<file path="config.mk">
export PLATFORM = sky130hd
export DESIGN_NAME = rhs_fifo
export DESIGN_NICKNAME = d
export VERILOG_FILES = /design/src/design/rhs_fifo.sv
export SDC_FILE = /design/constraint.sdc
export NUM_CORES = 1
export LEC_CHECK = 0
export BUFFER_PORTS_ARGS = -buffer_cell sky130_fd_sc_hd__buf_2
export CAP_MARGIN = 20
export CORE_MARGIN = 2
export CORE_UTILIZATION = 54
export DETAILED_ROUTE_END_ITERATION = 6
export PLACE_DENSITY = 0.74
export SETUP_SLACK_MARGIN = 0.1
export SLEW_MARGIN = 0
export SYNTH_ARGS = -nofsm -noshare
export SYNTH_HDL_FRONTEND = slang
export SYNTH_SLANG_ARGS = --single-unit
</file>
<file path="constraint.sdc">
create_clock -name i_clk -period 2.15 [get_ports i_clk]
set_input_delay 0.43 -clock i_clk [delete_from_list [all_inputs] [get_ports i_clk]]
set_output_delay 0.43 -clock i_clk [all_outputs]
set_load 0.03 [all_outputs]
</file>
<file path="src/design/rhs_fifo.sv">
// Small register FIFO used for the command queue and the result queue.
module rhs_fifo #(
    parameter int WIDTH = 8,
    parameter int DEPTH = 4
) (
    input  logic                         i_clk,
    input  logic                         i_rst_n,
    input  logic                         i_push,
    input  logic [WIDTH-1:0]             i_data,
    input  logic                         i_pop,
    output logic [WIDTH-1:0]             o_data,
    output logic                         o_empty,
    output logic                         o_full,
    output logic [$clog2(DEPTH+1)-1:0]   o_count
);

    localparam int PTR_W = (DEPTH > 1) ? $clog2(DEPTH) : 1;
    localparam int CNT_W = $clog2(DEPTH + 1);

    logic [WIDTH-1:0] r_mem [DEPTH];
    logic [PTR_W-1:0] r_wr_ptr, n_wr_ptr;
    logic [PTR_W-1:0] r_rd_ptr, n_rd_ptr;
    logic [CNT_W-1:0] r_count, n_count;

    always_comb begin
        n_wr_ptr = r_wr_ptr;
        n_rd_ptr = r_rd_ptr;
        n_count  = r_count;
        if (i_push) begin
            n_wr_ptr = (r_wr_ptr == PTR_W'(DEPTH - 1)) ? '0 : r_wr_ptr + 1'b1;
        end
        if (i_pop) begin
            n_rd_ptr = (r_rd_ptr == PTR_W'(DEPTH - 1)) ? '0 : r_rd_ptr + 1'b1;
        end
        if (i_push && !i_pop) begin
            n_count = r_count + 1'b1;
        end else if (i_pop && !i_push) begin
            n_count = r_count - 1'b1;
        end
    end

    always_ff @(posedge i_clk) begin
        if (!i_rst_n) begin
            r_wr_ptr <= '0;
            r_rd_ptr <= '0;
            r_count  <= '0;
        end else begin
            r_wr_ptr <= n_wr_ptr;
            r_rd_ptr <= n_rd_ptr;
            r_count  <= n_count;
        end
    end

    always_ff @(posedge i_clk) begin
        if (i_push) begin
            r_mem[r_wr_ptr] <= i_data;
        end
    end

    assign o_data  = r_mem[r_rd_ptr];
    assign o_empty = (r_count == '0);
    assign o_full  = (r_count == CNT_W'(DEPTH));
    assign o_count = r_count;

endmodule

</file>
==> flow_summary_export.csv <==
group,metric,value,unit
status,run_status,"complete, but fails checks",
status,failed_checks,"design-rule violations",
logic_synthesis,synth_top_cells_by_count,"edfxtp_1 (32), dfxtp_1 (9), mux4_2 (8)",
clock_network,clk_lat_worst_skew,0.34,ns
worst_hold_path,timing.hold.worst.class,"input port to flop",
global_routing,globalRouteOverflowTotal,0,
final_layout,final_cell_area,1840,um2
floorplanning,die_height,58.7,um
timing,worst-slew-pin-transition,0.444,ns
setup_path,setup.worst_path.class,"flop to primary output",
floorplanning,fp.dieW,58.7,um
power_and_ir_drop,power,0.00159,W
setup_path,cell_family_contributing_the_most_delay_on_the_critical_path,"multiplexers",
logic_synthesis,synth_area_leader_cell,"edfxtp_1",
logic_synthesis,synth_cell_type_count,20,
final_layout,antennaDiodeCount,0,
logic_synthesis,synth_async_sr_flop_share,0,%
setup_path,cp-start-kind,"flop",
logic_synthesis,synthesized_area_per_cell,18.8,um2
timing,max_freq,508,MHz
logic_synthesis,largest_cells_by_area_after_synthesis,"edfxtp_1 (59%), dfxtp_1 (11%), mux4_2 (11%)",
power_and_ir_drop,clockPowerShare,24.4,%
timing,worst_clock_skew,0.0108,ns
final_layout,final_nets,135,
floorplanning,rows,19,
logic_synthesis,yosysMostFrequentCell,"edfxtp_1",
logic_synthesis,syn-cell-area,1620,um2
setup_path,worstPathCellList,"buf_6 -> mux4_2 -> buf_4",
setup_path,critical_path_required,1.72,ns
power_and_ir_drop,ir_drop,0.000481,V
clock_network,cts.reportedPaths.clkPinSlew,0.12,ns
placed_design,buffer_ports.inserted,24,
timing,post-route-period-util,91.6,%
setup_path,worst_r2r_endpoint,"o_count[2]",
setup_path,r2r-start,"o_count[0]",
floorplanning,num_io_pins,25,
timing,setup_viol,0,
placed_design,place_congestion,0.682,
final_layout,nFillCells,202,
global_routing,grt_antenna_before_repair,0,
power_and_ir_drop,pwrdens,865,nW/um2
power_and_ir_drop,p_sw,0.000420,W
setup_path,reg2regPathDepth,4,
clock_network,tritoncts_clock_tree,"built",
route,drt-vias-per-instance,5.43,
global_routing,grt_max_degree,13,
setup_path,timing.critical_path.depth,3,
timing,setup_total_negative_slack,0,ns
setup_path,worstPathArrival,1.54,ns
logic_synthesis,ys_ff_latch,41,
power_and_ir_drop,power_frac_seq,58.6,%
clock_network,maximum_clock_path_buffer_count,2,
setup_path,critical_path_buf_inv_count,2,
placed_design,dpl-instance-area,1770,um2
logic_synthesis,synthesis.yosys.warnings,0,
route,first_pass_iters,6,
power_and_ir_drop,p_sw_share,26.4,%
power_and_ir_drop,p_leak,0.688,nW
global_routing,grt_pass1_wl,4.26,mm
logic_synthesis,syn_nets,105,
setup_path,critical_path.max_stage_delay,0.52,ns
route,drt_first_iter_violations,16,
clock_network,cts_sinks,41,
floorplanning,fp.dieArea,3440,um2
placed_design,detailed_place_hpwl,1.79,mm
route,routed-via-count,804,
clock_network,cts.root.buffer_cell,"clkbuf_4",
logic_synthesis,synth_top_area_share,59.5,%
clock_network,number_of_buffers_added_by_the_clock_tree_synthesis_step,5,
worst_hold_path,worstHoldPathCells,1,
route,post_drt_wl_per_cell,17.0,um
setup_path,rrSetupSlack,0.60,ns
global_routing,gr-usage-all-layers,18.1,%
final_layout,drive_gt1_share,34.2,%
logic_synthesis,synth_top_flop_cell,"edfxtp_1",
worst_hold_path,hold_path_end,"r_mem[2][6]",
clock_network,ctsHtreeMaxLevel,2,
route,drc_violations,2,
route,finalWirelength,2.52,mm
setup_path,slowest_stage,"mux4_2",
global_routing,grt_pass1_vias,881,
clock_network,cts_hold_repair.buffers,0,
power_and_ir_drop,p_int,0.00117,W
worst_hold_path,holdCritStartpoint,"i_data[6]",
timing,slew_headroom,70.4,%
logic_synthesis,synth_seq_area_share,70.6,%
timing,report.final.slew_viol_count,0,
floorplanning,floorplan.core_area,2810,um2
floorplanning,start_util,57.6,%
logic_synthesis,syn-instance-count,86,
timing,grt_setup_unrepaired,"no",
route,final_antenna_net_count,0,
run,max_cap_viol_count,0,
logic_synthesis,synth_edf_count,32,
power_and_ir_drop,p_comb_share,17.0,%
timing,report.final.hold_viol_count,0,
setup_path,path_max_fanout,8,
timing,fin_crit,1.97,ns
setup_path,worstSetupEndpointType,"primary output",
final_layout,syn2layout_area_growth,13.7,%
==> cells in the final DEF, fill, tap and decap left out, types with 2 or more instances in the layout <==
| master | count |
|---|---|
| edfxtp_1 | 32 |
| clkbuf_4 | 5 |
| mux2i_1 | 4 |
| buf_2 | 21 |
| ha_1 | 6 |
| nor3_1 | 2 |
| and2_1 | 5 |
| mux4_2 | 8 |
| buf_4 | 3 |
| dfxtp_1 | 8 |
| inv_1 | 4 |
| clkbuf_1 | 2 |
| nor2b_1 | 5 |
==> sequential cells by signal, indices dropped and copies added (netlist names), named ones only <==
| signal | cells |
|---|---|
| r_mem | 32 |
| o_count | 3 |
| r_rd_ptr | 2 |
| r_wr_ptr | 2 |
==> layout make-up <==
class / count / area [um2] / share of cell area, %
sequential: 41 / 1140 / 62.2
timing repair buffer: 25 / 139 / 7.56
multi-input combinational: 39 / 443 / 24.1
tap: 31 / 38.8 / 2.11
inverter: 4 / 15.0 / 0.817
clock buffer: 8 / 58.8 / 3.20
==> worst max path at each step <==
stage                 endpoint  slack, ns
floorplan               o_full       0.41
global placement    o_count[2]       0.29
detailed placement  o_count[2]       0.15
CTS                  o_data[4]       0.11
global route         o_data[4]       0.11
finish               o_data[5]       0.18
==> metrics by stage <==
step                      std cells  util (%)  worst slack, ns  hold WS, ns
after detailed placement        140      62.9            0.145        0.506
after global routing            148      65.5            0.108        0.276
after floorplan                  86         -            0.413        0.512
final                           148      65.5            0.180        0.295
after CTS                       148      65.0            0.109        0.286
after global placement          140      62.9            0.289        0.484
==> worst register-to-register path, stage by stage, from the launching register on <==
cell,delay [ns]
dfxtp_1,0.38
fa_1,0.47
xor2_1,0.17
or3_1,0.33
a21boi_1,0.14
==> power by group through the flow <==
stage / registers, W / logic (W) / clock network [W]
5_1_grt: 0.000939 / 0.000292 / 0.000443
2_1_floorplan: 0.000960 / 0.000173 / 0
3_5_place_dp: 0.000949 / 0.000267 / 0
6_report: 0.000931 / 0.000270 / 0.000388
4_1_cts: 0.000932 / 0.000269 / 0.000398
3_3_place_gp: 0.000945 / 0.000254 / 0
==> what timing repair did <==
action                                  in CTS  in global routing
endpoints found under the setup margin       0                  8
setup buffers                                0                  0
resized for setup                            0                  8
==> layer usage <==
metal  vias up  GRT usage [%]  wire length (um)
met2        19           30.7              1360
met4         0           7.79                51
met3         7           6.15               126
met5         -              0                 0
li1        385              -                 -
met1       393           21.2               977
==> logic make-up after synthesis <==
logic type      after synthesis  synth area share [%]
flops                        41                  70.6
xor+xnor                      2                  1.08
buf+inv                       6                  1.94
compound gates                3                  1.24
simple gates                 15                  5.58
mux                          12                  13.6
fa+ha+maj                     7                  5.89
No activity file was read; power rests on OpenSTA's default activity.
