$ cat src/design/rhs_pkg.sv
// Shared types, codes and constants for the ring history store.
package rhs_pkg;

    // Default sizing.
    localparam int DEF_MAX_DEPTH    = 32;
    localparam int DEF_MAX_COUNTERS = 8;
    localparam int DEF_COUNTERS     = 8;
    localparam int DEF_DEPTH        = 32;

    // Depths of the command queue between front and back and of the result queue.
    localparam int CMD_QUEUE_DEPTH = 4;
    localparam int OUT_QUEUE_DEPTH = 2;

    // Field widths covering the full parameter ranges.
    localparam int SLOT_MAX_W = 6;
    localparam int CNT_MAX_W  = 4;
    localparam int LEN_MAX_W  = 7;

    // Configuration port.
    localparam int CFG_IDX_W  = 4;
    localparam int CFG_DATA_W = 6;
    localparam logic [CFG_IDX_W-1:0] REG_COUNTERS = 4'd0;
    localparam logic [CFG_IDX_W-1:0] REG_DEPTH    = 4'd1;

    // Input actions.
    localparam logic [1:0] ACT_START    = 2'd0;
    localparam logic [1:0] ACT_PUSH     = 2'd1;
    localparam logic [1:0] ACT_READ_REC = 2'd2;
    localparam logic [1:0] ACT_READ_COL = 2'd3;

    // Result kinds.
    localparam logic [1:0] KIND_TIME  = 2'd0;
    localparam logic [1:0] KIND_VALUE = 2'd1;
    localparam logic [1:0] KIND_ERROR = 2'd2;

    // Error codes.
    localparam logic [1:0] ERR_OK    = 2'd0;
    localparam logic [1:0] ERR_RANGE = 2'd1;
    localparam logic [1:0] ERR_OPEN  = 2'd2;

    // Command opcodes.
    localparam logic [2:0] CMD_WR_TIME  = 3'd0;
    localparam logic [2:0] CMD_WR_VALUE = 3'd1;
    localparam logic [2:0] CMD_RD_REC   = 3'd2;
    localparam logic [2:0] CMD_RD_COL   = 3'd3;
    localparam logic [2:0] CMD_ERROR    = 3'd4;

    typedef struct packed {
        logic [1:0]         action;
        logic signed [63:0] time_stamp;
        logic signed [63:0] sample_value;
        logic [4:0]         target_index;
    } t_in_item;

    typedef struct packed {
        logic [1:0]         item_kind;
        logic signed [63:0] payload;
        logic [5:0]         run_position;
        logic [5:0]         entries_held;
        logic [1:0]         error_code;
        logic               last_item;
    } t_out_item;

    typedef struct packed {
        logic [2:0]            op;
        logic [SLOT_MAX_W-1:0] slot;
        logic [CNT_MAX_W-1:0]  cnt;
        logic [63:0]           data;
        logic [LEN_MAX_W-1:0]  len;
        logic [LEN_MAX_W-1:0]  depth;
        logic [5:0]            entries;
        logic [1:0]            err;
    } t_cmd;

endpackage

$ cat src/design/rhs_front.sv
// Front end: takes items and config writes, keeps ring pointers, issues commands.
module rhs_front #(
    parameter int MAX_DEPTH    = rhs_pkg::DEF_MAX_DEPTH,
    parameter int MAX_COUNTERS = rhs_pkg::DEF_MAX_COUNTERS
) (
    input  logic                             i_clk,
    input  logic                             i_rst_n,
    input  logic                             i_in_valid,
    output logic                             o_in_stall,
    input  rhs_pkg::t_in_item                i_in_data,
    input  logic                             i_cfg_valid,
    input  logic [rhs_pkg::CFG_IDX_W-1:0]    i_cfg_index,
    input  logic [rhs_pkg::CFG_DATA_W-1:0]   i_cfg_data,
    output logic                             o_cmd_push,
    output rhs_pkg::t_cmd                    o_cmd,
    input  logic                             i_cmd_full
);

    localparam int SLOT_W = (MAX_DEPTH > 1) ? $clog2(MAX_DEPTH) : 1;
    localparam int DEP_W  = $clog2(MAX_DEPTH + 1);
    localparam int CNT_W  = $clog2(MAX_COUNTERS + 1);
    localparam int SUM_W  = DEP_W + 1;
    localparam int CMP_W  = 7;
    localparam int CIN_RST = (rhs_pkg::DEF_COUNTERS > MAX_COUNTERS) ?
                             MAX_COUNTERS : rhs_pkg::DEF_COUNTERS;
    localparam int DEP_RST = (rhs_pkg::DEF_DEPTH > MAX_DEPTH) ?
                             MAX_DEPTH : rhs_pkg::DEF_DEPTH;

    logic [CNT_W-1:0]  r_cin, n_cin;
    logic [DEP_W-1:0]  r_depth, n_depth;
    logic [SLOT_W-1:0] r_wp, n_wp;
    logic [DEP_W-1:0]  r_fill, n_fill;
    logic [CNT_W-1:0]  r_pend, n_pend;
    logic              r_open, n_open;

    logic              accept;
    logic [DEP_W-1:0]  wp_inc;
    logic [SLOT_W-1:0] wp_wrap;
    logic [DEP_W-1:0]  fill_inc;
    logic [CNT_W-1:0]  pend_inc;
    logic [SUM_W-1:0]  base;
    logic [SUM_W-1:0]  rec_sum;
    logic [SUM_W-1:0]  rec_slot;
    logic [SUM_W-1:0]  col_slot;
    logic [3:0]        cfg_cnt;
    logic [5:0]        cfg_dep;
    logic [4:0]        idx;

    // A config write takes the cycle, so the input is held off for it.
    assign o_in_stall = i_cmd_full || i_cfg_valid;
    assign accept     = i_in_valid && !o_in_stall;

    always_comb begin
        n_cin   = r_cin;
        n_depth = r_depth;
        n_wp    = r_wp;
        n_fill  = r_fill;
        n_pend  = r_pend;
        n_open  = r_open;
        o_cmd_push = 1'b0;
        o_cmd      = '0;

        idx     = i_in_data.target_index;
        cfg_cnt = i_cfg_data[3:0];
        cfg_dep = i_cfg_data[5:0];

        wp_inc   = DEP_W'(r_wp) + 1'b1;
        wp_wrap  = (wp_inc == r_depth) ? '0 : SLOT_W'(wp_inc);
        fill_inc = (r_fill < r_depth) ? r_fill + 1'b1 : r_fill;
        pend_inc = r_pend + 1'b1;

        // Oldest held record sits fill entries behind the write pointer.
        base     = SUM_W'(r_wp) + SUM_W'(r_depth - r_fill);
        rec_sum  = base + SUM_W'(idx);
        rec_slot = (rec_sum >= SUM_W'(r_depth)) ? rec_sum - SUM_W'(r_depth) : rec_sum;
        col_slot = (base >= SUM_W'(r_depth)) ? base - SUM_W'(r_depth) : base;

        o_cmd.entries = 6'(r_fill);
        o_cmd.depth   = rhs_pkg::LEN_MAX_W'(r_depth);
        o_cmd.data    = 64'(i_in_data.time_stamp);

        if (i_cfg_valid) begin
            unique case (i_cfg_index)
                rhs_pkg::REG_COUNTERS: begin
                    n_cin  = (5'(cfg_cnt) > 5'(MAX_COUNTERS)) ?
                             CNT_W'(MAX_COUNTERS) : CNT_W'(cfg_cnt);
                    n_wp   = '0;
                    n_fill = '0;
                    n_pend = '0;
                    n_open = 1'b0;
                end
                rhs_pkg::REG_DEPTH: begin
                    if (cfg_dep == '0) begin
                        n_depth = DEP_W'(1);
                    end else if (CMP_W'(cfg_dep) > CMP_W'(MAX_DEPTH)) begin
                        n_depth = DEP_W'(MAX_DEPTH);
                    end else begin
                        n_depth = DEP_W'(cfg_dep);
                    end
                    n_wp   = '0;
                    n_fill = '0;
                    n_pend = '0;
                    n_open = 1'b0;
                end
                default: begin
                end
            endcase
        end else if (accept) begin
            unique case (i_in_data.action)
                rhs_pkg::ACT_START: begin
                    o_cmd_push = 1'b1;
                    o_cmd.op   = rhs_pkg::CMD_WR_TIME;
                    o_cmd.slot = rhs_pkg::SLOT_MAX_W'(r_wp);
                    n_open = 1'b1;
                    n_pend = '0;
                    if (r_cin == '0) begin
                        n_wp   = wp_wrap;
                        n_fill = fill_inc;
                        n_open = 1'b0;
                    end
                end
                rhs_pkg::ACT_PUSH: begin
                    if (r_open) begin
                        o_cmd_push = 1'b1;
                        o_cmd.op   = rhs_pkg::CMD_WR_VALUE;
                        o_cmd.slot = rhs_pkg::SLOT_MAX_W'(r_wp);
                        o_cmd.cnt  = rhs_pkg::CNT_MAX_W'(r_pend);
                        o_cmd.data = 64'(i_in_data.sample_value);
                        n_pend = pend_inc;
                        if (pend_inc >= r_cin) begin
                            n_wp   = wp_wrap;
                            n_fill = fill_inc;
                            n_open = 1'b0;
                            n_pend = '0;
                        end
                    end
                end
                rhs_pkg::ACT_READ_REC: begin
                    o_cmd_push = 1'b1;
                    if (r_open) begin
                        o_cmd.op  = rhs_pkg::CMD_ERROR;
                        o_cmd.err = rhs_pkg::ERR_OPEN;
                    end else if (CMP_W'(idx) >= CMP_W'(r_fill)) begin
                        o_cmd.op  = rhs_pkg::CMD_ERROR;
                        o_cmd.err = rhs_pkg::ERR_RANGE;
                    end else begin
                        o_cmd.op   = rhs_pkg::CMD_RD_REC;
                        o_cmd.slot = rhs_pkg::SLOT_MAX_W'(rec_slot);
                        o_cmd.len  = rhs_pkg::LEN_MAX_W'(r_cin);
                    end
                end
                rhs_pkg::ACT_READ_COL: begin
                    o_cmd_push = 1'b1;
                    if (r_open) begin
                        o_cmd.op  = rhs_pkg::CMD_ERROR;
                        o_cmd.err = rhs_pkg::ERR_OPEN;
                    end else if (CMP_W'(idx) >= CMP_W'(r_cin) || r_fill == '0) begin
                        o_cmd.op  = rhs_pkg::CMD_ERROR;
                        o_cmd.err = rhs_pkg::ERR_RANGE;
                    end else begin
                        o_cmd.op   = rhs_pkg::CMD_RD_COL;
                        o_cmd.slot = rhs_pkg::SLOT_MAX_W'(col_slot);
                        o_cmd.cnt  = rhs_pkg::CNT_MAX_W'(idx);
                        o_cmd.len  = rhs_pkg::LEN_MAX_W'(r_fill);
                    end
                end
                default: begin
                end
            endcase
        end
    end

    always_ff @(posedge i_clk) begin
        if (!i_rst_n) begin
            r_cin   <= CNT_W'(CIN_RST);
            r_depth <= DEP_W'(DEP_RST);
            r_wp    <= '0;
            r_fill  <= '0;
            r_pend  <= '0;
            r_open  <= 1'b0;
        end else begin
            r_cin   <= n_cin;
            r_depth <= n_depth;
            r_wp    <= n_wp;
            r_fill  <= n_fill;
            r_pend  <= n_pend;
            r_open  <= n_open;
        end
    end

`ifndef NO_ASSERTIONS
    a_fill_bound: assert property (@(posedge i_clk) disable iff (!i_rst_n)
        r_fill <= r_depth)
        else $error("fill level above depth in use");

    a_wp_bound: assert property (@(posedge i_clk) disable iff (!i_rst_n)
        DEP_W'(r_wp) < r_depth)
        else $error("write pointer outside ring");

    a_pend_bound: assert property (@(posedge i_clk) disable iff (!i_rst_n)
        r_open |-> (r_pend < r_cin))
        else $error("open record holds a full set of counters");
`endif

endmodule

$ cat config.mk
export PLATFORM = sky130hd
export DESIGN_NAME = rhs_front
export DESIGN_NICKNAME = d
export VERILOG_FILES = /design/src/design/rhs_pkg.sv /design/src/design/rhs_front.sv
export SDC_FILE = /design/constraint.sdc
export NUM_CORES = 1
export LEC_CHECK = 0
export BUFFER_PORTS_ARGS = -buffer_cell sky130_fd_sc_hd__buf_2
export CORE_AREA = 2 2 95 106
export DETAILED_ROUTE_END_ITERATION = 10
export DIE_AREA = 0 0 97 108
export GPL_TIMING_DRIVEN = 0
export PLACE_DENSITY = 0.92
export REMOVE_ABC_BUFFERS = 1
export SYNTH_ARGS = -nofsm -noshare
export SYNTH_HDL_FRONTEND = slang
export SYNTH_SLANG_ARGS = --single-unit
$ cat constraint.sdc
create_clock -name i_clk -period 6.2 [get_ports i_clk]
set_clock_uncertainty 0.05 [all_clocks]
set_input_delay 0.31 -clock i_clk [delete_from_list [all_inputs] [get_ports i_clk]]
set_output_delay 0.31 -clock i_clk [all_outputs]
set_load 0.005 [all_outputs]
==> results of run 1 <==
metrics by stage:
| step | power [mW] | utilization, % | std cells |
|---|---|---|---|
| finish | 0.5689 | 59.70 | 847 |
| global placement | 0.4460 | 58.81 | 842 |
| CTS | 0.5674 | 59.70 | 847 |
| detailed placement | 0.4529 | 59.11 | 843 |
| floorplan | 0.3358 | - | 477 |
| global route | 0.6017 | 59.70 | 847 |
flip-flops by register name, summed over array words and instances (netlist names):
signal and flops:
r_depth 6, r_fill 6, r_wp 5, r_cin 4, r_pend 4, r_open 1
layer usage:
metal	GRT usage [%]	up-vias	part of all wire [%]
met5	0	-	0
met4	6.740	0	1.5
met3	8.920	26	13
met2	47.27	270	45
met1	40.05	2244	41
li1	-	2261	-
how the worst max path moves through the flow:
stage / slack (ns) / cells past startpoint / endpoint
6_report: 0.62 / 17 / o_cmd[90]
5_1_grt: 0.30 / 16 / o_cmd[90]
4_1_cts: 0.63 / 17 / o_cmd[91]
3_5_place_dp: 0.96 / 17 / o_cmd[91]
3_3_place_gp: 0.47 / 6 / o_cmd[59]
2_1_floorplan: 1.59 / 16 / o_cmd[90]
placed cells by master, fill, tap and decap left out, types with 6 or more instances in the layout:
master / instances
buf_2: 248
mux2_2: 70
ha_1: 51
inv_1: 43
nor2_1: 31
a21oi_1: 28
dfxtp_1: 26
nand2_1: 23
xnor2_1: 18
a22oi_1: 16
nor2b_1: 15
o21ai_0: 12
a21o_1: 11
nand3_1: 10
fa_1: 8
o21a_1: 7
xor2_1: 7
o22ai_1: 7
a21boi_0: 7
nand3b_1: 6
mux2i_1: 6
logic make-up (layout without fill, tap and decap cells):
logic type / Yosys count / after routing / synth area share, %
simple gates: 128 / 128 / 16.68
compound gates: 118 / 118 / 20.01
mux: 76 / 76 / 20.34
buf+inv: 61 / 296 / 6.000
fa+ha+maj: 59 / 59 / 19.14
flops: 26 / 26 / 12.48
xor+xnor: 25 / 25 / 5.251
other cells: 1 / 2 / 0.08992
power groups by stage:
stage	sequential, mW	combinational (mW)	clock [mW]
finish	0.171	0.283	0.116
detailed placement	0.175	0.278	0
floorplan	0.174	0.162	0
CTS	0.171	0.280	0.117
global placement	0.175	0.271	0
global route	0.171	0.307	0.123
cell type report:
type	instances	area [µm²]
Tap cell	117	146.4
Fill cell	815	3750
Sequential cell	26	520.5
Clock buffer	4	55.05
Timing Repair Buffer	249	1261
Multi-Input combinational cell	408	3411
Inverter	43	161.4
tightest hold or removal path, cell delays in order:
cell,delay (ns)
buf_2,0.12
nand3b_1,0.07
a21boi_0,0.07
==> impl_results.md, run 1 <==
* Startpoint Class: flop
* Post-synth top cells: mux2_2 (70), ha_1 (51), inv_1 (43), nor2_1 (32), a21oi_1 (28)
* Crit share post-route at around nine tenths
* Sw Share at between 30% and 40%
* FMAX at around 180 MHz
* Remaining Overflow, GRT at 0
* Number of global-route vias before repair at around 4600
* Setup ws final at 0.6172 ns
* Routed len/inst at 19.62 µm
* Worst r2r src: r_pend[0]
* Distinct cells, synth at 62
* Critical-path cell list: inv_1 -> fa_1 -> inv_1 -> fa_1 -> xor2_1 -> ha_1 -> a21oi_1 -> xnor2_1 -> ha_1 -> o21a_1 -> o31a_1 -> nor2_1 -> a21oi_1 -> a2111oi_4 -> mux2_2 -> o22ai_1 -> buf_2
* Yosys warns at 0
* Core area at 9305 µm²
* Post-synthesis sequential area ratio at 12.48%
* Clock-pin slew on the worst setup and hold paths at about 0.090 ns
* Unrepaired setup endpoints after global routing: false
* DP HPWL at 14.35 mm
* Hold Path Depth at 3
* R2R depth at 9
* Sequential Power Share at 30.0%
* P_sw at roughly 0.20 mW
* Syn_area_per_cell at around 8.4 µm²
* R2r setup slk at approximately 3.3 ns
* CTS Sinks at 26
* Post-Route WL at roughly 17 mm
* Initial Util at 44.82%
* Post-CTS Setup Repair Bufs at 0
* TNS Setup at 0 ns
* Initial DRC count at around 470
* Worst-skew pair later-pin latency at 0.28 ns
* Die Wd at a little under 100 µm
* Gate Count Post-Synth at between 400 and 500
* Area post-placement at 5500 µm²
* Comb pwr share at 49.7%
* Max Cap Viol at 0
* Clock power share at about a fifth
* Fin. Hold Viols at 0
* Post-route cell area at between 5000 and 6000 µm²
* Crit-path slowest cell: dfxtp_1
* Gpl congestion at between 0.9 and 1
* Final setup viols at 0
* Status: complete, no violations
* H-tree Lvls at 1
* Delay-heaviest family, CP: adder cells
* P_int at between 0.3 and 0.4 mW
* GR Util All Layers at between 20% and 30%
* Slew Limit Fails at 0
* Share of cells above drive strength 1 at a little under half
* Crit path kind: flop to output port
* Drt first pass iters at 5
* Row count at 37
* Post-synthesis async set-or-reset flop share at 0%
* R2R Path End: r_fill[4]
* Peak supply drop at ~0.000076 V
* DIE HEIGHT at about 110 µm
* Hold Path End: r_cin[0]
* Dpl ws at 0.9614 ns
* CP arrival at about 5.2 ns
* Slew @ Worst Pin at ~0.8 ns
* Top area cells in the synthesized netlist: mux2_2 (19%), ha_1 (15%), dfxtp_1 (12%), inv_1 (3.9%), fa_1 (3.8%)
* Tmin final at 5.583 ns
* CTS tree: yes
* Hold WS at 0.2704 ns
* CTS root buffer: clkbuf_8
* Primary FF master, synth: dfxtp_1
* Leading area contributor after synthesis: mux2_2
* Power Dens Cells at just over 100 nW/µm²
* Worst hold path class: input pin to flop
* Synthesized flop and latch total at 26
* Io pins at 251
* Area grow syn2layout at 33.21%
* Largest net degree at the start of global routing at 37
* Crit path launch: r_depth[1]
* First-pass GRT wire length at around 24 mm
* Hold path start: i_cfg_data[0]
* Vias at between 4000 and 5000
* Leak at about 2.6 nW
* Remaining antenna violation count after routing at 0
* Crit end category: output port
* Initial antenna violation count at 0
* Count leader, synth: mux2_2
* Ant. Diodes at 0
* Synthesized cell area at ~4200 µm²
* Max incr delay on CP at 0.63 ns
* CP Buf/Inv Count at 3
* IO Port Bufs at about 250
* Total Die Area at 10480 µm²
* Critical path peak fanout at 7
* Yosys top cell area share at around a fifth
* Via-to-Cell Ratio at approximately 5.7
* Drc violations at 0
* Slew HR at 45.34%
* CTS Buf Count at 3
* EDFF count, synth at 0
* Final #Nets at 940
* Post_cts resized at 0
* Post-CTS Hold Fix Bufs at 0
* CTS max path bufs at 2
* Critical Path RT at 5.84 ns
Note: power is estimated with default switching activity, not from simulation.
==> run 2: changes to the inputs <==
--- a/config.mk
+++ b/config.mk
@@ -5,10 +5,12 @@
 export SDC_FILE = /design/constraint.sdc
 export NUM_CORES = 1
 export LEC_CHECK = 0
+export ABC_AREA = 1
 export BUFFER_PORTS_ARGS = -buffer_cell sky130_fd_sc_hd__buf_2
-export CORE_AREA = 2 2 95 106
+export CAP_MARGIN = 20
+export CORE_AREA = 2 2 97 108
 export DETAILED_ROUTE_END_ITERATION = 10
-export DIE_AREA = 0 0 97 108
+export DIE_AREA = 0 0 99 110
 export GPL_TIMING_DRIVEN = 0
 export PLACE_DENSITY = 0.92
 export REMOVE_ABC_BUFFERS = 1
==> run 2 against run 1 <==
Effect of this change:
- setup slack worse by 0.27 ns
- final area increased by 3.5%
- maximum frequency shrank 4.6%
- largest power group unchanged
- global-route usage grew 0.12 points
- die area rose by 4.0%
- synthesized area grew 5.4%
- hold slack worse by 0.011 ns
- register-to-register slack gained 0.61 ns
==> impl_results.md, run 2 <==
* Worst r2r src: r_pend[0] (unchanged)
* Hold Path Depth at 3 (unchanged)
* Slew HR at 52.27% (was 45.34%)
* Max incr delay on CP at 0.65 ns (was 0.63 ns)
* Total Die Area at 10890 µm² (was 10480 µm²)
* Leading area contributor after synthesis: mux2_2 (unchanged)
* Power Dens Cells at 135.9 nW/µm² (was 102.4 nW/µm²)
* Syn_area_per_cell at 7.184 µm² (was 8.442 µm²)
* Fin. Hold Viols at 0 (unchanged)
* Dpl ws at 0.7557 ns (was 0.9614 ns)
* Gate Count Post-Synth at 612 (was 494)
* Critical path peak fanout at 7 (unchanged)
* CTS Sinks at 26 (unchanged)
* Post-synthesis sequential area ratio at 11.84% (was 12.48%)
* Row count at 38 (was 37)
* Leak at 3.124 nW (was 2.624 nW)
* Via-to-Cell Ratio at 5.445 (was 5.668)
* Peak supply drop at 0.00009676 V (was 0.00007637 V)
* Initial Util at 45.11% (was 44.82%)
* Tmin final at 5.854 ns (was 5.583 ns)
* Total Power at 0.7812 mW (was 0.5689 mW)
* FMAX at 170.8 MHz (was 179.1 MHz)
* Crit-path slowest cell: dfxtp_1 (unchanged)
* Yosys top cell area share at 16.39% (was 18.90%)
* CTS root buffer: clkbuf_8 (unchanged)
* Primary FF master, synth: dfxtp_1 (unchanged)
* Share of cells above drive strength 1 at 41.36% (was 45.89%)
* Number of global-route vias before repair at 4837 (was 4556)
* Post-CTS Hold Fix Bufs at 0 (unchanged)
* Synthesized flop and latch total at 26 (unchanged)
* EDFF count, synth at 0 (unchanged)
* Post-Route WL at 17.37 mm (was 16.62 mm)
* CTS tree: yes (unchanged)
* Clock-pin slew on the worst setup and hold paths at 0.08 ns (was 0.09 ns)
* Largest net degree at the start of global routing at 47 (was 37)
* Initial antenna violation count at 5 (was 0)
* Unrepaired setup endpoints after global routing: false (unchanged)
* R2R Path End: r_fill[2] (was r_fill[4])
* TNS Setup at 0 ns (unchanged)
* Drt first pass iters at 5 (unchanged)
* CP arrival at 5.49 ns (was 5.22 ns)
* Hold Path End: r_cin[3] (was r_cin[0])
* CTS max path bufs at 2 (unchanged)
* Routed len/inst at 17.85 µm (was 19.62 µm)
* Core area at 9747 µm² (was 9305 µm²)
* Vias at 5298 (was 4801)
* Commonest non-fill, non-tap cell in the layout: buf_2 (unchanged)
* R2r setup slk at 3.89 ns (was 3.28 ns)
* Area grow syn2layout at 30.73% (was 33.21%)
* Distinct cells, synth at 46 (was 62)
* Setup ws final at 0.3459 ns (was 0.6172 ns)
* IO Port Bufs at 248 (unchanged)
* DIE HEIGHT at 110 µm (was 108 µm)
* DP HPWL at 15.08 mm (was 14.35 mm)
* Final #Nets at 1062 (was 940)
* Crit path kind: flop to output port (unchanged)
* Worst-skew pair later-pin latency at 0.26 ns (was 0.28 ns)
* Die Wd at 99 µm (was 97 µm)
* Io pins at 251 (unchanged)
* Drc violations at 0 (unchanged)
* Post-synthesis async set-or-reset flop share at 0% (unchanged)
* Top area cells in the synthesized netlist: mux2_2 (16%), ha_1 (15%), dfxtp_1 (12%), nand2_1 (9.6%), inv_1 (7.4%) (was mux2_2 (19%), ha_1 (15%), dfxtp_1 (12%), inv_1 (3.9%), fa_1 (3.8%))
* Remaining Overflow, GRT at 0 (unchanged)
* Initial DRC count at 380 (was 471)
* Critical-path cell list: inv_1 -> fa_1 -> inv_1 -> fa_1 -> xor2_1 -> ha_1 -> a21oi_1 -> o21ai_0 -> xor2_1 -> inv_1 -> ha_1 -> nand2_1 -> inv_1 -> a21oi_2 -> nand3_1 -> a21oi_2 -> nand3_2 -> nand2_1 -> nand3_1 -> nand3_1 -> nand2_1 -> inv_1 -> buf_2 (was inv_1 -> fa_1 -> inv_1 -> fa_1 -> xor2_1 -> ha_1 -> a21oi_1 -> xnor2_1 -> ha_1 -> o21a_1 -> o31a_1 -> nor2_1 -> a21oi_1 -> a2111oi_4 -> mux2_2 -> o22ai_1 -> buf_2)
* First-pass GRT wire length at 25.05 mm (was 24.31 mm)
* Worst hold path class: input pin to flop (unchanged)
* Slew @ Worst Pin at 0.7152 ns (was 0.8180 ns)
* Critical Path RT at 5.84 ns (about the same)
* Startpoint Class: flop (unchanged)
* Post-CTS Setup Repair Bufs at 0 (unchanged)
* Crit share post-route at 94.42% (was 90.05%)
* Hold path start: i_cfg_data[3] (was i_cfg_data[0])
* Post_cts resized at 0 (unchanged)
* Most frequent cells in the layout: buf_2 (248), nand2_1 (112), inv_1 (87), mux2_2 (64), ha_1 (51) (was buf_2 (248), mux2_2 (70), ha_1 (51), inv_1 (43), nor2_1 (31))
* Gpl congestion at 0.9707 (was 0.9845)
* Remaining antenna violation count after routing at 0 (unchanged)
* CTS Buf Count at 3 (unchanged)
* Count leader, synth: nand2_1 (was mux2_2)
* R2R depth at 13 (was 9)
* Post-synth top cells: nand2_1 (113), inv_1 (87), mux2_2 (64), ha_1 (51), nand3_1 (50) (was mux2_2 (70), ha_1 (51), inv_1 (43), nor2_1 (32), a21oi_1 (28))
* H-tree Lvls at 1 (unchanged)
* Synthesized cell area at 4397 µm² (was 4170 µm²)
* Slew Limit Fails at 0 (unchanged)
* Final setup viols at 0 (unchanged)
* Filler cells at 943 (was 815)
* Crit end category: output port (unchanged)
* Top Registers: r_depth x6, r_fill x6, r_wp x5 (unchanged)
* Max Cap Viol at 0 (unchanged)
* Status: complete, no violations (unchanged)
* Yosys warns at 0 (unchanged)
* Crit path top cell by count: inv_1
* GR Util All Layers at 29.88% (was 29.77%)
==> run 2: cell types whose count changed after synthesis, moves of 7 or more <==
cell      before  now
nand2_1       23  113
inv_1         43   87
nand3_1       10   50
nand4_1        3   24
nor2b_1       15    0
xnor2_1       18    7
a21o_1        11    2
clkbuf_1      10    2
a21oi_1       28   35
o21a_1         7    0
xor2_1         7   14
==> run 2: layer usage <==
| layer | part of all wire (%) | GRT usage, % | up-vias |
|---|---|---|---|
| li1 | - | - | 2539 |
| met1 | 40 | 40.50 | 2441 |
| met2 | 48 | 49.42 | 280 |
| met3 | 9.6 | 4.666 | 34 |
| met4 | 2.2 | 8.513 | 4 |
| met5 | 0.14 | 0 | - |
==> run 2: worst max-delay path by stage <==
stage | start | end | cells after the start
2_1_floorplan | r_depth[1] | o_cmd[90] | 26
3_3_place_gp | r_depth[1] | o_cmd[90] | 23
3_5_place_dp | r_depth[1] | o_cmd[90] | 23
4_1_cts | r_depth[1] | o_cmd[90] | 23
5_1_grt | r_depth[1] | o_cmd[91] | 23
6_report | r_depth[1] | o_cmd[90] | 23
==> run 2: logic make-up after synthesis <==
logic type                 synth area share (%)
and+or+nand+nor                           27.12
buffers and inverters                     11.04
AOI/OAI and AO/OA                         11.18
muxes                                     16.39
adders and majority gates                 18.16
DFF                                       11.84
xor gates and xnor gates                  4.183
other                                   0.08529
==> run 2: final cells by class <==
type                       instances  area (µm²)  area share [%]
antenna                            2       5.005         0.08707
clock buffer                       3       41.29          0.7183
inverter                          94       365.4           6.356
multi-input combinational        478        3397           59.10
sequential                        26       520.5           9.055
tap                              120       150.1           2.612
timing repair buffer             250        1269           22.07
==> run 2: power by group <==
part | switching, mW | total [mW] | internal, mW
logic | 0.299 | 0.514 | 0.215
registers | 0.00509 | 0.175 | 0.169
clock network | 0.0492 | 0.0926 | 0.0434
total | 0.353 | 0.781 | 0.428
==> run 2: critical path: cells and delay by family (launching register included) <==
kind	cells	cell delay, ns
AOI/OAI and AO/OA	4	0.81
buffers and inverters	6	0.65
DFF	1	0.65
xor gates and xnor gates	2	0.63
adders and majority gates	4	1.75
and+or+nand+nor	7	0.74
==> run 2: stage by stage <==
stage | utilization (%) | cell area, µm² | hold slack (ns) | instances
global route | 58.95 | 5746 | 0.2661 | 972
finish | 58.97 | 5748 | 0.2591 | 973
CTS | 58.92 | 5743 | 0.2518 | 971
global placement | 58.19 | 5672 | 0.4328 | 966
floorplan | - | 4280 | 0.3586 | 598
detailed placement | 58.50 | 5702 | 0.4533 | 968
==> run 3: changes to the inputs <==
--- a/config.mk
+++ b/config.mk
@@ -8,11 +8,14 @@
 export ABC_AREA = 1
 export BUFFER_PORTS_ARGS = -buffer_cell sky130_fd_sc_hd__buf_2
 export CAP_MARGIN = 20
-export CORE_AREA = 2 2 97 108
+export CELL_PAD_IN_SITES_DETAIL_PLACEMENT = 1
+export CELL_PAD_IN_SITES_GLOBAL_PLACEMENT = 1
+export CORE_AREA = 2 2 117 130
+export CTS_BUF_LIST = sky130_fd_sc_hd__clkbuf_4 sky130_fd_sc_hd__clkbuf_8 sky130_fd_sc_hd__clkbuf_16
 export DETAILED_ROUTE_END_ITERATION = 10
-export DIE_AREA = 0 0 99 110
+export DIE_AREA = 0 0 119 132
 export GPL_TIMING_DRIVEN = 0
-export PLACE_DENSITY = 0.92
+export PLACE_DENSITY = 0.93
 export REMOVE_ABC_BUFFERS = 1
 export SYNTH_ARGS = -nofsm -noshare
 export SYNTH_HDL_FRONTEND = slang
==> run 3 against run 2 <==
Effect of this change:
- clock power grew 100%
- die area increased by 44%
- critical path depth did not move
- register-to-register slack worse by 0.09 ns
- final cell count is 7.3% higher
- sequential cell count unchanged
- critical path type unchanged
- largest cell class unchanged
- highest routed layer unchanged
==> impl_results.md, run 3 (synthesis results as in run 2) <==
* Crit end category: output port (unchanged)
* Largest net degree at the start of global routing at 66 (was 47)
* Peak supply drop at 0.0001476 V (was 0.00009676 V)
* Gpl congestion at 0.9441 (was 0.9707)
* R2R Path End: r_fill[2] (unchanged)
* Critical-path cell list: inv_1 -> fa_1 -> inv_1 -> fa_1 -> xor2_1 -> ha_1 -> a21oi_1 -> o21ai_0 -> xor2_1 -> inv_1 -> ha_1 -> nand2_1 -> inv_1 -> a21oi_2 -> nand3_1 -> a21oi_2 -> nand3_2 -> nand2_1 -> nand3_1 -> nand3_1 -> nand2_1 -> inv_1 -> buf_2 (unchanged)
* Worst hold path class: input pin to flop (unchanged)
* Met1 usage at 29.31% (was 40.50%)
* Dpl ws at 0.5709 ns (was 0.7557 ns)
* First-pass GRT wire length at 31.60 mm (was 25.05 mm)
* Crit-path slowest cell: fa_1 (was dfxtp_1)
* Tmin final at 5.748 ns (was 5.854 ns)
* DIE HEIGHT at 132 µm (was 110 µm)
* Sequential Power Share at 19.5% (was 22.3%)
* Status: complete, no violations (unchanged)
* GR Util All Layers at 26.01% (was 29.88%)
* Remaining antenna violation count after routing at 0 (unchanged)
* Most frequent cells in the layout: buf_2 (248), nand2_1 (112), inv_1 (87), mux2_2 (64), ha_1 (51) (unchanged)
* Post-route cell area at 5886 µm² (was 5748 µm²)
* Setup ws final at 0.4516 ns (was 0.3459 ns)
* CTS max path bufs at 2 (unchanged)
* Startpoint Class: flop (unchanged)
* FMAX at 174.0 MHz (was 170.8 MHz)
* IO Port Bufs at 248 (unchanged)
* GRT busiest layer: met2 (unchanged)
* Slew HR at 37.01% (was 52.27%)
* Crit share post-route at 92.72% (was 94.42%)
* Top Registers: r_depth x6, r_fill x6, r_wp x5 (unchanged)
* CP arrival at 5.39 ns (was 5.49 ns)
* Crit path top cell by count: inv_1 (unchanged)
* CTS Sinks at 26 (unchanged)
* Drc violations at 0 (unchanged)
* Slew Limit Fails at 0 (unchanged)
* Critical Path RT at 5.84 ns (about the same)
* P_int at 0.5140 mW (was 0.4277 mW)
* Post-CTS Hold Fix Bufs at 0 (unchanged)
* Io pins at 251 (unchanged)
* Clock-pin slew on the worst setup and hold paths at 0.07 ns (was 0.08 ns)
* Post-Route WL at 21.11 mm (was 17.37 mm)
* Crit path launch: r_depth[1] (unchanged)
* Clock power share at 21.0% (was 11.9%)
* Power Dens Cells at 152.6 nW/µm² (was 135.9 nW/µm²)
* Crit path kind: flop to output port (unchanged)
* Area grow syn2layout at 33.86% (was 30.73%)
* Met2 Usage GRT at 49.90% (was 49.42%)
* H-tree Lvls at 1 (unchanged)
* Routed len/inst at 20.22 µm (was 17.85 µm)
* Die Wd at 119 µm (was 99 µm)
* Final #Nets at 1060 (was 1062)
* Critical path peak fanout at 7 (unchanged)
* Row count at 46 (was 38)
* Core area at 14330 µm² (was 9747 µm²)
* R2R depth at 13 (unchanged)
* Comb pwr share at 59.5% (was 65.8%)
* Initial antenna violation count at 4 (was 5)
* Worst r2r src: r_pend[0] (unchanged)
* Area post-placement at 5774 µm² (was 5702 µm²)
* CTS root buffer: clkbuf_16 (was clkbuf_8)
* Max Cap Viol at 0 (unchanged)
* Final setup viols at 0 (unchanged)
* R2r setup slk at 3.80 ns (was 3.89 ns)
* TNS Setup at 0 ns (unchanged)
* Vias at 5354 (was 5298)
* Unrepaired setup endpoints after global routing: false (unchanged)
* Max incr delay on CP at 0.56 ns (was 0.65 ns)
* Initial Util at 30.68% (was 45.11%)
* Number of global-route vias before repair at 5592 (was 4837)
* Total Die Area at 15710 µm² (was 10890 µm²)
* Fin. Hold Viols at 0 (unchanged)
* Initial DRC count at 219 (was 380)
* Post-CTS Setup Repair Bufs at 0 (unchanged)
* Share of cells above drive strength 1 at 41.53% (was 41.36%)
* CTS Buf Count at 3 (unchanged)
* DP HPWL at 18.16 mm (was 15.08 mm)
* Slew @ Worst Pin at 0.9398 ns (was 0.7152 ns)
* Via-to-Cell Ratio at 5.128 (was 5.445)
* Crit path to: o_cmd[93] (was o_cmd[90])
* GR Layer Usage met3 at 5.320% (was 4.666%)
* Worst-skew pair later-pin latency at 0.26 ns (about the same)
* Post-layout util at 41.07% (was 58.97%)
* P_sw at 0.3842 mW (was 0.3535 mW)
* Leak at 3.153 nW (was 3.124 nW)
* Commonest non-fill, non-tap cell in the layout: buf_2 (unchanged)
* CTS tree: yes (unchanged)
* Drt first pass iters at 4 (was 5)
* Remaining Overflow, GRT at 0 (unchanged)
* Sw Share at 42.77% (was 45.25%)
run 3: critical path, delay by kind of cell, from the launching register on:
kind	cells	cell delay (ns)
buffers and inverters	6	0.61
DFF	1	0.50
AOI/OAI and AO/OA	4	0.83
xor gates and xnor gates	2	0.62
and+or+nand+nor	7	0.80
adders and majority gates	4	1.77
run 3: power groups by stage:
stage / Clock (mW) / Combinational (mW) / Sequential, mW
floorplan: 0 / 0.347 / 0.177
global placement: 0 / 0.505 / 0.178
detailed placement: 0 / 0.526 / 0.179
CTS: 0.188 / 0.530 / 0.175
global route: 0.195 / 0.590 / 0.176
finish: 0.189 / 0.534 / 0.175
run 3: area by class of cell:
type                       instances  area [µm²]
clock inverter                     1       30.03
multi-input combinational        478        3407
clock buffer                       3       75.07
inverter                          94       365.4
tap                              192       240.2
antenna                            2       5.005
fill                            1893        8446
timing repair buffer             248        1241
sequential                        26       521.8
run 3: what timing repair did:
item	CTS	global route
resized for setup	0	1
hold endpoints to repair	0	0
setup endpoints to repair	0	6
run 3: metal layers:
metal  routed length [µm]  part of all wire (%)
met5                   28                  0.13
met4                  352                   1.7
met3                 1428                   6.8
met2                11130                    53
met1                 8174                    39
run 3: through the flow:
| stage | power (mW) | hold slack [ns] | instances |
|---|---|---|---|
| global placement | 0.6838 | 0.4309 | 1038 |
| floorplan | 0.5241 | 0.3586 | 598 |
| finish | 0.8982 | 0.2691 | 1044 |
| CTS | 0.8928 | 0.2623 | 1042 |
| global route | 0.9611 | 0.2798 | 1042 |
| detailed placement | 0.7043 | 0.4531 | 1038 |
run 3: worst min path at each step:
| stage | startpoint | to | slack (ns) | cells past startpoint |
|---|---|---|---|---|
| finish | i_rst_n | r_depth[5] | 0.27 | 2 |
| global route | i_cfg_data[4] | r_depth[4] | 0.28 | 3 |
| CTS | i_rst_n | r_depth[5] | 0.26 | 2 |
| detailed placement | r_cin[2] | r_cin[2] | 0.45 | 2 |
| global placement | r_open | r_open | 0.43 | 2 |
| floorplan | i_rst_n | r_depth[5] | 0.36 | 1 |
